==> src/rtl/core/cbc_pkg.sv <==
// ----------------------------------------------------------------------------
// cbc_pkg
// Shared types, register map and saturating arithmetic for the conserved
// block counter.
// ----------------------------------------------------------------------------
`default_nettype none

package cbc_pkg;

  localparam int SUM_W    = 26;
  localparam int FRAC_W   = 9;
  localparam int COUNT_W  = 13;
  localparam int WEIGHT_W = 16;
  localparam int SYM_W    = 3;
  localparam int SCALED_W = SUM_W + FRAC_W;
  localparam int NUM_BASES = 4;
  localparam int HITS_W   = 3;

  localparam int ADDR_W = 5;
  localparam int DATA_W = 32;
  localparam int REG_INDEX_W = 3;

  localparam logic [REG_INDEX_W-1:0] REG_TOTAL_WEIGHT          = 3'd0;
  localparam logic [REG_INDEX_W-1:0] REG_GAP_FRACTION_LIMIT    = 3'd1;
  localparam logic [REG_INDEX_W-1:0] REG_CONSERVATION_FRACTION = 3'd2;
  localparam logic [REG_INDEX_W-1:0] REG_MIN_SUPPORT           = 3'd3;
  localparam logic [REG_INDEX_W-1:0] REG_MIN_BLOCK_LENGTH      = 3'd4;

  localparam logic [SUM_W-1:0]   RST_TOTAL_WEIGHT          = 26'd256;
  localparam logic [FRAC_W-1:0]  RST_GAP_FRACTION_LIMIT    = 9'd154;
  localparam logic [FRAC_W-1:0]  RST_CONSERVATION_FRACTION = 9'd179;
  localparam logic [SUM_W-1:0]   RST_MIN_SUPPORT           = 26'd768;
  localparam logic [COUNT_W-1:0] RST_MIN_BLOCK_LENGTH      = 13'd4;

  localparam logic [SYM_W-1:0] SYM_GAP = 3'd4;

  typedef struct packed {
    logic [SUM_W-1:0]   total_weight;
    logic [FRAC_W-1:0]  gap_fraction_limit;
    logic [FRAC_W-1:0]  conservation_fraction;
    logic [SUM_W-1:0]   min_support;
    logic [COUNT_W-1:0] min_block_length;
  } cfg_regs_t;

  // Thresholds pre-multiplied by the total weight.
  typedef struct packed {
    logic [SCALED_W-1:0] gap_scaled;
    logic [SCALED_W-1:0] cons_scaled;
  } cfg_scaled_t;

  // Verdict on one finished column.
  typedef struct packed {
    logic              skip;
    logic [HITS_W-1:0] hits;
    logic              aln_end;
  } col_class_t;

  function automatic logic [SUM_W-1:0] sat_sum(input logic [SUM_W-1:0] a,
                                               input logic [WEIGHT_W-1:0] w);
    logic [SUM_W:0] s;
    s = {1'b0, a} + {{(SUM_W-WEIGHT_W+1){1'b0}}, w};
    return s[SUM_W] ? {SUM_W{1'b1}} : s[SUM_W-1:0];
  endfunction

  function automatic logic [COUNT_W-1:0] sat_count(input logic [COUNT_W-1:0] a,
                                                   input logic [COUNT_W-1:0] b);
    logic [COUNT_W:0] s;
    s = {1'b0, a} + {1'b0, b};
    return s[COUNT_W] ? {COUNT_W{1'b1}} : s[COUNT_W-1:0];
  endfunction

endpackage

`default_nettype wire

==> src/rtl/core/cbc_cfg.sv <==
// ----------------------------------------------------------------------------
// cbc_cfg
// APB register file plus registered threshold products.
// ----------------------------------------------------------------------------
`default_nettype none

module cbc_cfg (
  input  wire logic                       clk,
  input  wire logic                       rst,
  input  wire logic                       psel,
  input  wire logic                       penable,
  input  wire logic                       pwrite,
  input  wire logic [cbc_pkg::ADDR_W-1:0] paddr,
  input  wire logic [cbc_pkg::DATA_W-1:0] pwdata,
  output logic      [cbc_pkg::DATA_W-1:0] prdata,
  output logic                            pready,
  output cbc_pkg::cfg_regs_t              regs,
  output cbc_pkg::cfg_scaled_t            scaled
);
  import cbc_pkg::*;

  logic [REG_INDEX_W-1:0] index;
  logic                   wr_en;

  assign index  = paddr[ADDR_W-1:2];
  assign wr_en  = psel && penable && pwrite;
  assign pready = 1'b1;

  always_ff @(posedge clk) begin
    if (rst) begin
      regs.total_weight          <= RST_TOTAL_WEIGHT;
      regs.gap_fraction_limit    <= RST_GAP_FRACTION_LIMIT;
      regs.conservation_fraction <= RST_CONSERVATION_FRACTION;
      regs.min_support           <= RST_MIN_SUPPORT;
      regs.min_block_length      <= RST_MIN_BLOCK_LENGTH;
    end else if (wr_en) begin
      unique case (index)
        REG_TOTAL_WEIGHT:          regs.total_weight          <= pwdata[SUM_W-1:0];
        REG_GAP_FRACTION_LIMIT:    regs.gap_fraction_limit    <= pwdata[FRAC_W-1:0];
        REG_CONSERVATION_FRACTION: regs.conservation_fraction <= pwdata[FRAC_W-1:0];
        REG_MIN_SUPPORT:           regs.min_support           <= pwdata[SUM_W-1:0];
        REG_MIN_BLOCK_LENGTH:      regs.min_block_length      <= pwdata[COUNT_W-1:0];
        default: ;
      endcase
    end
  end

  always_comb begin
    unique case (index)
      REG_TOTAL_WEIGHT:
        prdata = {{(DATA_W-SUM_W){1'b0}}, regs.total_weight};
      REG_GAP_FRACTION_LIMIT:
        prdata = {{(DATA_W-FRAC_W){1'b0}}, regs.gap_fraction_limit};
      REG_CONSERVATION_FRACTION:
        prdata = {{(DATA_W-FRAC_W){1'b0}}, regs.conservation_fraction};
      REG_MIN_SUPPORT:
        prdata = {{(DATA_W-SUM_W){1'b0}}, regs.min_support};
      REG_MIN_BLOCK_LENGTH:
        prdata = {{(DATA_W-COUNT_W){1'b0}}, regs.min_block_length};
      default:
        prdata = '0;
    endcase
  end

  // User changes registers only while idle (unenforced), hiding product lag.
  always_ff @(posedge clk) begin
    scaled.gap_scaled  <= SCALED_W'(regs.gap_fraction_limit) * SCALED_W'(regs.total_weight);
    scaled.cons_scaled <= SCALED_W'(regs.conservation_fraction) * SCALED_W'(regs.total_weight);
  end

endmodule

`default_nettype wire

==> src/rtl/core/cbc_accum.sv <==
// ----------------------------------------------------------------------------
// cbc_accum
// Input register and per-column weight accumulators.
// ----------------------------------------------------------------------------
`default_nettype none

module cbc_accum (
  input  wire logic                                        clk,
  input  wire logic                                        rst,
  input  wire logic                                        advance,
  input  wire logic                                        in_valid,
  input  wire logic [cbc_pkg::SYM_W-1:0]                   symbol,
  input  wire logic [cbc_pkg::WEIGHT_W-1:0]                weight,
  input  wire logic                                        column_end,
  input  wire logic                                        alignment_end,
  output logic                                             col_valid,
  output logic [cbc_pkg::NUM_BASES-1:0][cbc_pkg::SUM_W-1:0] col_base,
  output logic [cbc_pkg::SUM_W-1:0]                        col_gap,
  output logic                                             col_aln
);
  import cbc_pkg::*;

  logic                    s1_valid;
  logic [SYM_W-1:0]        s1_symbol;
  logic [WEIGHT_W-1:0]     s1_weight;
  logic                    s1_col_end;
  logic                    s1_aln_end;

  logic [NUM_BASES-1:0][SUM_W-1:0] base_sum;
  logic [SUM_W-1:0]                gap_sum;
  logic [NUM_BASES-1:0][SUM_W-1:0] base_sum_next;
  logic [SUM_W-1:0]                gap_sum_next;

  always_ff @(posedge clk) begin
    if (rst) begin
      s1_valid <= 1'b0;
    end else if (advance) begin
      s1_valid <= in_valid;
    end
  end

  always_ff @(posedge clk) begin
    if (advance) begin
      s1_symbol  <= symbol;
      s1_weight  <= weight;
      s1_col_end <= column_end || alignment_end;
      s1_aln_end <= alignment_end;
    end
  end

  always_comb begin
    for (int b = 0; b < NUM_BASES; b++) begin
      base_sum_next[b] = (s1_symbol == SYM_W'(b)) ? sat_sum(base_sum[b], s1_weight)
                                                  : base_sum[b];
    end
    gap_sum_next = (s1_symbol == SYM_GAP) ? sat_sum(gap_sum, s1_weight) : gap_sum;
  end

  always_ff @(posedge clk) begin
    if (rst) begin
      base_sum  <= '0;
      gap_sum   <= '0;
      col_valid <= 1'b0;
    end else if (advance) begin
      col_valid <= s1_valid && s1_col_end;
      if (s1_valid) begin
        if (s1_col_end) begin
          base_sum <= '0;
          gap_sum  <= '0;
        end else begin
          base_sum <= base_sum_next;
          gap_sum  <= gap_sum_next;
        end
      end
    end
  end

  always_ff @(posedge clk) begin
    if (advance) begin
      col_base <= base_sum_next;
      col_gap  <= gap_sum_next;
      col_aln  <= s1_aln_end;
    end
  end

endmodule

`default_nettype wire

==> src/rtl/core/cbc_classify.sv <==
// ----------------------------------------------------------------------------
// cbc_classify
// Gap-skip and conserved-base tests on a finished column.
// ----------------------------------------------------------------------------
`default_nettype none

module cbc_classify (
  input  wire logic                                         clk,
  input  wire logic                                         rst,
  input  wire logic                                         advance,
  input  wire logic                                         col_valid,
  input  wire logic [cbc_pkg::NUM_BASES-1:0][cbc_pkg::SUM_W-1:0] col_base,
  input  wire logic [cbc_pkg::SUM_W-1:0]                    col_gap,
  input  wire logic                                         col_aln,
  input  wire cbc_pkg::cfg_regs_t                           regs,
  input  wire cbc_pkg::cfg_scaled_t                         scaled,
  output logic                                              cls_valid,
  output cbc_pkg::col_class_t                               cls
);
  import cbc_pkg::*;

  logic [NUM_BASES-1:0] qualify;
  logic [HITS_W-1:0]    hits;
  logic                 skip;

  always_comb begin
    hits = '0;
    for (int b = 0; b < NUM_BASES; b++) begin
      qualify[b] = ({1'b0, col_base[b], 8'h00} > scaled.cons_scaled) &&
                   (col_base[b] >= regs.min_support);
      hits = hits + HITS_W'(qualify[b]);
    end
    skip = {1'b0, col_gap, 8'h00} > scaled.gap_scaled;
  end

  always_ff @(posedge clk) begin
    if (rst) begin
      cls_valid <= 1'b0;
    end else if (advance) begin
      cls_valid <= col_valid;
    end
  end

  always_ff @(posedge clk) begin
    if (advance) begin
      cls.skip    <= skip;
      cls.hits    <= hits;
      cls.aln_end <= col_aln;
    end
  end

endmodule

`default_nettype wire

==> src/rtl/core/cbc_tally.sv <==
// ----------------------------------------------------------------------------
// cbc_tally
// Run length and block total bookkeeping, result register.
// ----------------------------------------------------------------------------
`default_nettype none

module cbc_tally (
  input  wire logic                        clk,
  input  wire logic                        rst,
  input  wire logic                        advance,
  input  wire logic                        cls_valid,
  input  wire cbc_pkg::col_class_t         cls,
  input  wire logic [cbc_pkg::COUNT_W-1:0] min_block_length,
  input  wire logic                        out_stall,
  output logic                             out_valid,
  output logic [cbc_pkg::COUNT_W-1:0]      conserved_total,
  output logic                             hold
);
  import cbc_pkg::*;

  logic [COUNT_W-1:0] run_length;
  logic [COUNT_W-1:0] counted_total;
  logic [COUNT_W-1:0] run_grown;
  logic               do_close;
  logic [COUNT_W-1:0] total_next;

  // At most one close per column: a column with no conserved base leaves the
  // run unchanged before the close, so closing again at alignment end is moot.
  always_comb begin
    run_grown  = (!cls.skip && cls.hits != '0)
               ? sat_count(run_length, COUNT_W'(cls.hits)) : run_length;
    do_close   = cls.aln_end || (!cls.skip && cls.hits == '0);
    total_next = (do_close && run_grown >= min_block_length)
               ? sat_count(counted_total, run_grown) : counted_total;
  end

  // Hold the pipe only when a result is ready and the output is still occupied.
  assign hold = out_valid && out_stall && cls_valid && cls.aln_end;

  always_ff @(posedge clk) begin
    if (rst) begin
      run_length    <= '0;
      counted_total <= '0;
    end else if (advance && cls_valid) begin
      if (cls.aln_end) begin
        run_length    <= '0;
        counted_total <= '0;
      end else begin
        run_length    <= do_close ? '0 : run_grown;
        counted_total <= total_next;
      end
    end
  end

  always_ff @(posedge clk) begin
    if (rst) begin
      out_valid <= 1'b0;
    end else if (advance && cls_valid && cls.aln_end) begin
      out_valid <= 1'b1;
    end else if (!out_stall) begin
      out_valid <= 1'b0;
    end
  end

  always_ff @(posedge clk) begin
    if (advance && cls_valid && cls.aln_end) begin
      conserved_total <= total_next;
    end
  end

endmodule

`default_nettype wire

==> src/rtl/core/conserved_block_counter.sv <==
// ----------------------------------------------------------------------------
// conserved_block_counter
// Counts the length of conserved blocks in a weighted nucleotide alignment.
// ----------------------------------------------------------------------------
// Stream the alignment column by column, one symbol beat per cycle; the block
// takes a beat every cycle in which in_stall is low. An alignment_end beat
// reaches the conserved_total beat through the input, accumulate, classify
// and tally registers. The rate is set by the weight accumulators, which add
// one Q8.8 weight per cycle while the pipe is not stalled. The input only
// stalls when a total is ready while the previous total is still waiting on
// the output; each such stall freezes every beat in flight. Behind the input
// register sit three stages: accumulate the per-column base and gap weights,
// classify the finished column (gap skip, conserved bases against thresholds
// pre-multiplied by total_weight), and update the run length and block total.
// Weight sums saturate at 2^26-1 and counts at 8191. Write registers over APB
// only while the block is idle; register i sits at byte address 4*i.
// ----------------------------------------------------------------------------
`default_nettype none

module conserved_block_counter (
  input  wire logic                        clk,
  input  wire logic                        rst,
  // symbol beats
  input  wire logic                        in_valid,
  output logic                             in_stall,
  input  wire logic [cbc_pkg::SYM_W-1:0]    symbol,
  input  wire logic [cbc_pkg::WEIGHT_W-1:0] weight,
  input  wire logic                        column_end,
  input  wire logic                        alignment_end,
  // result beats
  output logic                             out_valid,
  input  wire logic                        out_stall,
  output logic [cbc_pkg::COUNT_W-1:0]      conserved_total,
  // configuration
  input  wire logic                        psel,
  input  wire logic                        penable,
  input  wire logic                        pwrite,
  input  wire logic [cbc_pkg::ADDR_W-1:0]  paddr,
  input  wire logic [cbc_pkg::DATA_W-1:0]  pwdata,
  output logic      [cbc_pkg::DATA_W-1:0]  prdata,
  output logic                             pready
);
  import cbc_pkg::*;

  cfg_regs_t   regs;
  cfg_scaled_t scaled;

  logic                            col_valid;
  logic [NUM_BASES-1:0][SUM_W-1:0] col_base;
  logic [SUM_W-1:0]                col_gap;
  logic                            col_aln;

  logic       cls_valid;
  col_class_t cls;

  logic hold;
  logic advance;

  // The whole pipe moves together; it freezes only behind a blocked result.
  assign advance  = !hold;
  assign in_stall = hold;

  cbc_cfg u_cfg (
    .clk     (clk),
    .rst     (rst),
    .psel    (psel),
    .penable (penable),
    .pwrite  (pwrite),
    .paddr   (paddr),
    .pwdata  (pwdata),
    .prdata  (prdata),
    .pready  (pready),
    .regs    (regs),
    .scaled  (scaled)
  );

  cbc_accum u_accum (
    .clk           (clk),
    .rst           (rst),
    .advance       (advance),
    .in_valid      (in_valid),
    .symbol        (symbol),
    .weight        (weight),
    .column_end    (column_end),
    .alignment_end (alignment_end),
    .col_valid     (col_valid),
    .col_base      (col_base),
    .col_gap       (col_gap),
    .col_aln       (col_aln)
  );

  cbc_classify u_classify (
    .clk       (clk),
    .rst       (rst),
    .advance   (advance),
    .col_valid (col_valid),
    .col_base  (col_base),
    .col_gap   (col_gap),
    .col_aln   (col_aln),
    .regs      (regs),
    .scaled    (scaled),
    .cls_valid (cls_valid),
    .cls       (cls)
  );

  cbc_tally u_tally (
    .clk              (clk),
    .rst              (rst),
    .advance          (advance),
    .cls_valid        (cls_valid),
    .cls              (cls),
    .min_block_length (regs.min_block_length),
    .out_stall        (out_stall),
    .out_valid        (out_valid),
    .conserved_total  (conserved_total),
    .hold             (hold)
  );

endmodule

`default_nettype wire

==> config.mk <==
export PLATFORM = sky130hd
export DESIGN_NAME = conserved_block_counter
export DESIGN_NICKNAME = d
export VERILOG_FILES = /design/src/rtl/core/cbc_pkg.sv /design/src/rtl/core/cbc_cfg.sv /design/src/rtl/core/cbc_accum.sv /design/src/rtl/core/cbc_classify.sv /design/src/rtl/core/cbc_tally.sv /design/src/rtl/core/conserved_block_counter.sv
export SDC_FILE = /design/constraint.sdc
export NUM_CORES = 2
export LEC_CHECK = 0
export BUFFER_PORTS_ARGS = -buffer_cell sky130_fd_sc_hd__buf_2
export CELL_PAD_IN_SITES_DETAIL_PLACEMENT = 0
export CELL_PAD_IN_SITES_GLOBAL_PLACEMENT = 1
export CORE_UTILIZATION = 45
export CTS_CLUSTER_DIAMETER = 80
export DETAILED_ROUTE_END_ITERATION = 10
export PLACE_DENSITY_LB_ADDON = 0.05
export SYNTH_ARGS = -nofsm -noshare
export SYNTH_HDL_FRONTEND = slang
export SYNTH_HIERARCHICAL = 1
export SYNTH_SLANG_ARGS = --single-unit
export TNS_END_PERCENT = 50
==> constraint.sdc <==
create_clock -name clk -period 6.9 [get_ports clk]
set_input_delay 1.38 -clock clk [delete_from_list [all_inputs] [get_ports clk]]
set_output_delay 1.38 -clock clk [all_outputs]
set_load 0.005 [all_outputs]
; After elaboration in Yosys (flattened, before gate mapping)
; Cells that the tools add are included.
[totals]
regBits = 483
inputBits = 65
elab_cells = 115
output_inout_bits = 48
[op_classes]
eq_ne = 9
reduce_logical = 29
bitwise = 1
magnitude_cmp = 10
mux = 22
multipliers = 2
n_addsub = 10
[op_table]
columns = op, count
row1 = 26-bit two-way mux, 11
row2 = 34-bit by 35-bit greater-than comparator with 1-bit output, 5
row3 = 26-bit by 16-bit adder with 27-bit output, 5
row4 = 26-bit case mux with 5 select lines, 1
row5 = 26-bit >= comparator, 4
row6 = 104-bit two-way mux, 1
row7 = 13-bit two-way mux, 7
row8 = 9-bit by 26-bit multiplier with 35-bit output, 2
row9 = 1-bit logical AND, 15
row10 = 13-bit by 13-bit adder with 14-bit output, 1
row11 = 13-bit by 3-bit adder with 14-bit output, 1
row12 = 13-bit >= comparator, 1
row13 = "3-bit by 2-bit == test with 1-bit output, second input constant", 4
row14 = 2-bit AND reduction, 6
row15 = 3-bit zero test, 3
row16 = 3-bit by 1-bit adder with 3-bit output, 2
row17 = "3-bit by 1-bit == test with 1-bit output, second input constant", 2
row18 = "3-bit == test, second input constant", 2
row19 = 3-bit nonzero test, 1
row20 = 1-bit by 1-bit adder with 2-bit output, 1
row21 = 1-bit zero test, 2
row22 = 1-bit logical OR, 2
row23 = 1-bit two-way mux, 2
row24 = "2-bit by 1-bit inequality test with 1-bit output, second input constant", 1
row25 = 1-bit inverter, 1

; Depth between registers and ports, before layout
[depth]
word_depth = 7
mapped_depth = 21
depth_no_buf = 19

; Modules after synthesis
; The synthesis kept the hierarchy.
[modules_own_cells]
columns = mod, seq_area_each_um2, instances, area_per_inst_um2, cells_per_inst
row1 = cbc_cfg, 3062.9, 1, 19585.0, 2285
row2 = cbc_accum, 7206.9, 1, 15728.8, 1606
row3 = cbc_classify, 170.2, 1, 5569.1, 698
row4 = cbc_tally, 930.9, 1, 2917.8, 342
row5 = conserved_block_counter, 0.0, 1, 3.8, 1

; Worst setup path after synthesis
; OpenSTA, ideal clock, no wires.
[synth_path]
kind = in2reg
from = input port out_stall
to = register u_tally.run_length[12]
setup_time_ns = 0.070
n_path_buf = 1
stages = 7
path_slack_ns = 0.233
required_ns = 6.830
arrival_time_ns = 6.597
path_cell_list = and4_1 inv_1 nand2_1 nor4_2 clkbuf_1 a21oi_1 o2bb2ai_1
[synth_between]
elab_chain_cells = 5
[synth_rtl]
columns = element, line_no
row1 = from (decl), conserved_block_counter.sv:32  ; input wire logic out_stall,
row2 = 1-bit logical AND (3 in a row), cbc_tally.sv:38  ; assign hold = out_valid && out_stall && cls_valid && cls.aln_end;
row3 = 1-bit zero test, conserved_block_counter.sv:60  ; assign advance = !hold;
row4 = net advance, conserved_block_counter.sv:57  ; logic advance;
row5 = 1-bit logical AND, cbc_tally.sv:44  ; end else if (advance && cls_valid) begin
row6 = to (signal assigned), cbc_tally.sv:49  ; run_length <= do_close ? '0 : run_grown;
row7 = to (decl), cbc_tally.sv:21  ; logic [COUNT_W-1:0] run_length;
; The timed path passes the listed nets, and every way through them passes these cells.
; A chain may end at the register's enable or synchronous reset.

; Worst setup path in the final report
[layout_path]
from = register, netlist name u_cfg/regs[50]
to = register, netlist name u_cfg/scaled[68]
[layout_between]
elab_chain_cells = 1
[layout_rtl]
columns = element, line_no
row1 = 9-bit by 26-bit multiplier with 35-bit output, cbc_cfg.sv:67  ; scaled.gap_scaled <= SCALED_W'(regs.gap_fraction_limit) * SCALED_W'(regs.total_weight);
; No other way between the ends.

==> impl_metrics.ini <==
[cts]
cts_sinks = 483
cts-root-buf = clkbuf_16
cts_max_path_buffers = 3
insertion_delay_ns = 0.70
tritoncts = built
cts_hold_buf = 0
post_cts_buffers = 0
clkTransAtPathRegs_ns = 0.06
cts_inserted_buffers = 60
htree_levels = 2
post_cts_resize_count = 0

[global_route]
grt_max_degree = 83
grt_antenna_before_repair = 3
grt.total_usage = 0.269
grt_overflow = 0
grt_pass1_vias = 34300
grt_pass1_wl_um = 205000

[setup_path]
worstSetupPathType = flip-flop to flip-flop
reg2reg_from = u_cfg/regs[50]$_SDFFE_PP0P_
cp-start-kind = flip-flop
end_kind = flip-flop
reg2reg_depth = 18
worstPathArrival_ns = 6.39
critPathRequiredTime_ns = 7.52
cp_max_fo = 15
critical_path.startpoint = u_cfg/regs[50]$_SDFFE_PP0P_

[finish]
nNetsFinal = 5801
final_cells = 6267
area_growth_pct = 8.76
postLayoutCellArea_sq_um = 47600
drive_gt1_frac = 0.0740

[yosys]
async_reset_ff_frac = 0
ys_seq_area_frac = 0.260
synth_warnings = 6
syn_inst = 4932
syn_area_sq_um = 43800
ys_ff_latch = 483
synth_edf_count = 170
avgSynthCellArea_sq_um = 8.88
synth_cell_type_count = 104
yosysTopAreaCellShare = 0.158
synth_ff_type = dfxtp_1
synth_area_leaders = fa_1 16%, dfxtp_1 14%, ha_1 13%
synth_top_cell_by_area = fa_1

[routing]
routedWlPerCell_um = 20.9
ant_nets = 1
vias_per_cell = 5.53
drc_errors = 0
vias = 34700
wl_um = 131000
drt_iter0_drc = 2382
dr.pass1.iters = 5

[power_and_ir_drop]
power_leakage_nw = 22.3
powerDensity_nw_per_um2 = 149
peakVddDrop_mv = 0.206

[sta]
worst_slack_ns = 1.13
slew_headroom = 0.160
finalCriticalPeriod_ns = 5.77
rsz0062_at_grt = no
max_freq_mhz = 173
finalCritPeriodShare = 0.836
hold_viol = 0
slew_violations = 0
worst_pin_slew_ns = 1.25
fin_setup_tns_ns = 0
finalSetupViolations = 0
skew_ns = 0.0363

[die]
core_area_sq_um = 96600
dieHeight_um = 314
io_pins = 113
die_w_um = 314
die_area_sq_um = 98600
rows = 114
start_util = 0.454

[run_status]
status = complete, but fails checks
failed_checks = antenna rules

[placed_design]
dp_cells = 6147
portBuffers = 97
dpl.hpwl_um = 103000
postPlaceCellArea_sq_um = 45500
place_ws_ns = 1.14
gp_congestion = 0.900

[min_path]
hp-start = u_accum/s1_aln_end$_DFFE_PP_
min_delay_path_depth = 0
min_path_type = flip-flop to flip-flop

[flow_run]
cap_violations = 0
-- placed cells by master (no fill, tap or decap), drive strengths merged, types with 29 or more instances in the layout --
master / Yosys / layout
a211oi: 49 / 49
a21o: 99 / 99
a21oi: 350 / 350
a22o: 64 / 64
a22oi: 38 / 38
a31oi: 60 / 60
and2: 279 / 279
and3: 42 / 42
buf: 33 / 170
clkbuf: 203 / 68
dfxtp: 313 / 313
edfxtp: 170 / 170
fa: 346 / 346
ha: 457 / 457
inv: 555 / 563
mux2i: 34 / 34
nand2: 610 / 610
nand3: 75 / 75
nand4: 52 / 52
nor2: 260 / 260
nor2b: 33 / 33
nor3: 59 / 59
o211ai: 32 / 32
o21a: 29 / 29
o21ai: 192 / 192
xnor2: 101 / 101
xor2: 46 / 46
-- cell families after synthesis --
logic type | after synthesis | synth area share
XOR/XNOR | 147 | 0.0294
flip-flops | 483 | 0.260
other | 2 | 0.000171
buffers and inverters | 791 | 0.0695
multiplexers | 53 | 0.0127
AND/OR/NAND/NOR | 1533 | 0.169
AO/OA/AOI/OAI | 1120 | 0.171
adder cells (fa/ha/maj) | 803 | 0.289
-- report_power, final --
| part | internal, W | switching, W |
|---|---|---|
| logic | 0.000255 | 0.000449 |
| registers | 0.00299 | 0.0000757 |
| clock network | 0.00190 | 0.00141 |
| total | 0.00514 | 0.00194 |
-- path summary, 6_finish.rpt --
| kind | endpoint | slack, ns |
|---|---|---|
| worst max-delay path | u_cfg/scaled[68]$_DFF_P_ | 1.13 |
| worst min register to register | u_accum/col_aln$_DFFE_PP_ | 0.42 |
| worst min-delay path | u_accum/col_aln$_DFFE_PP_ | 0.42 |
| worst max register to register | u_cfg/scaled[68]$_DFF_P_ | 1.13 |
-- Yosys cell counts, drive strengths merged (8+ instances only) --
cell       n
nand3     75
a22o      64
nor2b     33
xnor2    101
nand2b    24
a311oi    16
dfxtp    313
a211oi    49
or4        8
a21o      99
nand4     52
mux2      19
edfxtp   170
a211o     13
ha       457
nor2     260
nor3b     11
xor2      46
and3      42
o211ai    32
o21ai    192
o22a      23
o2bb2ai   16
buf       33
mux2i     34
clkbuf   203
nor4      18
and4      16
a21oi    350
o21a      29
a31oi     60
or3       18
inv      555
nand2    610
a22oi     38
o31ai     20
fa       346
o22ai     11
nor3      59
and2     279
or2        9
a41oi     11
a221oi    12
o21bai    18
-- flip-flops by register name (all words and copies together), names as in the netlist, 3 cells and up --
register	cells
u_accum/col_base	104
u_accum/base_sum	104
u_accum/s1_weight	16
u_classify/cls	5
u_cfg/scaled	70
u_tally/counted_total	13
u_accum/s1_symbol	3
u_tally/conserved_total	13
u_accum/col_gap	26
u_accum/gap_sum	26
u_tally/run_length	13
u_cfg/regs	83
-- per-stage QoR --
stage / util / hold WS, ns / power (W)
final: 0.493 / 0.425 / 0.00708
after global routing: 0.493 / 0.431 / 0.00737
after CTS: 0.493 / 0.424 / 0.00718
after detailed placement: 0.472 / 0.409 / 0.00383
after global placement: 0.472 / 0.405 / 0.00382
after floorplan: - / 0.400 / 0.00357
-- cell type report --
| type | instances | area (sq um) |
|---|---|---|
| Fill cell | 9292 | 48900 |
| Multi-Input combinational cell | 3663 | 29500 |
| Sequential cell | 483 | 11400 |
| Inverter | 555 | 2090 |
| Tap cell | 1276 | 1600 |
| Clock buffer | 68 | 1580 |
| Timing Repair Buffer | 170 | 1040 |
| Clock inverter | 46 | 499 |
| Antenna cell | 6 | 15.0 |
-- metal layers --
layer / track usage / vias to the layer above / share of wire
met3: 0.0263 / 146 / 0.040
met5: 0 / - / 0
met1: 0.379 / 16800 / 0.47
li1: - / 17000 / -
met4: 0.0735 / 0 / 0.026
met2: 0.441 / 740 / 0.46
-- worst max-delay path, cell delays in order (launching register included) --
cell and delay, ns:
dfxtp_1 0.77, buf_4 0.34, nand2_1 0.10, fa_1 0.56, inv_1 0.05, fa_1 0.49, fa_1 0.50, inv_1 0.05
fa_1 0.53, inv_1 0.04, ha_1 0.23, a2111oi_0 0.33, o21ai_0 0.15, a22oi_1 0.55, nor2_1 0.15, a21oi_1 0.41
nor4_1 0.11, nor3_1 0.20, xnor2_1 0.15
No activity file was read; power rests on OpenSTA's default activity.
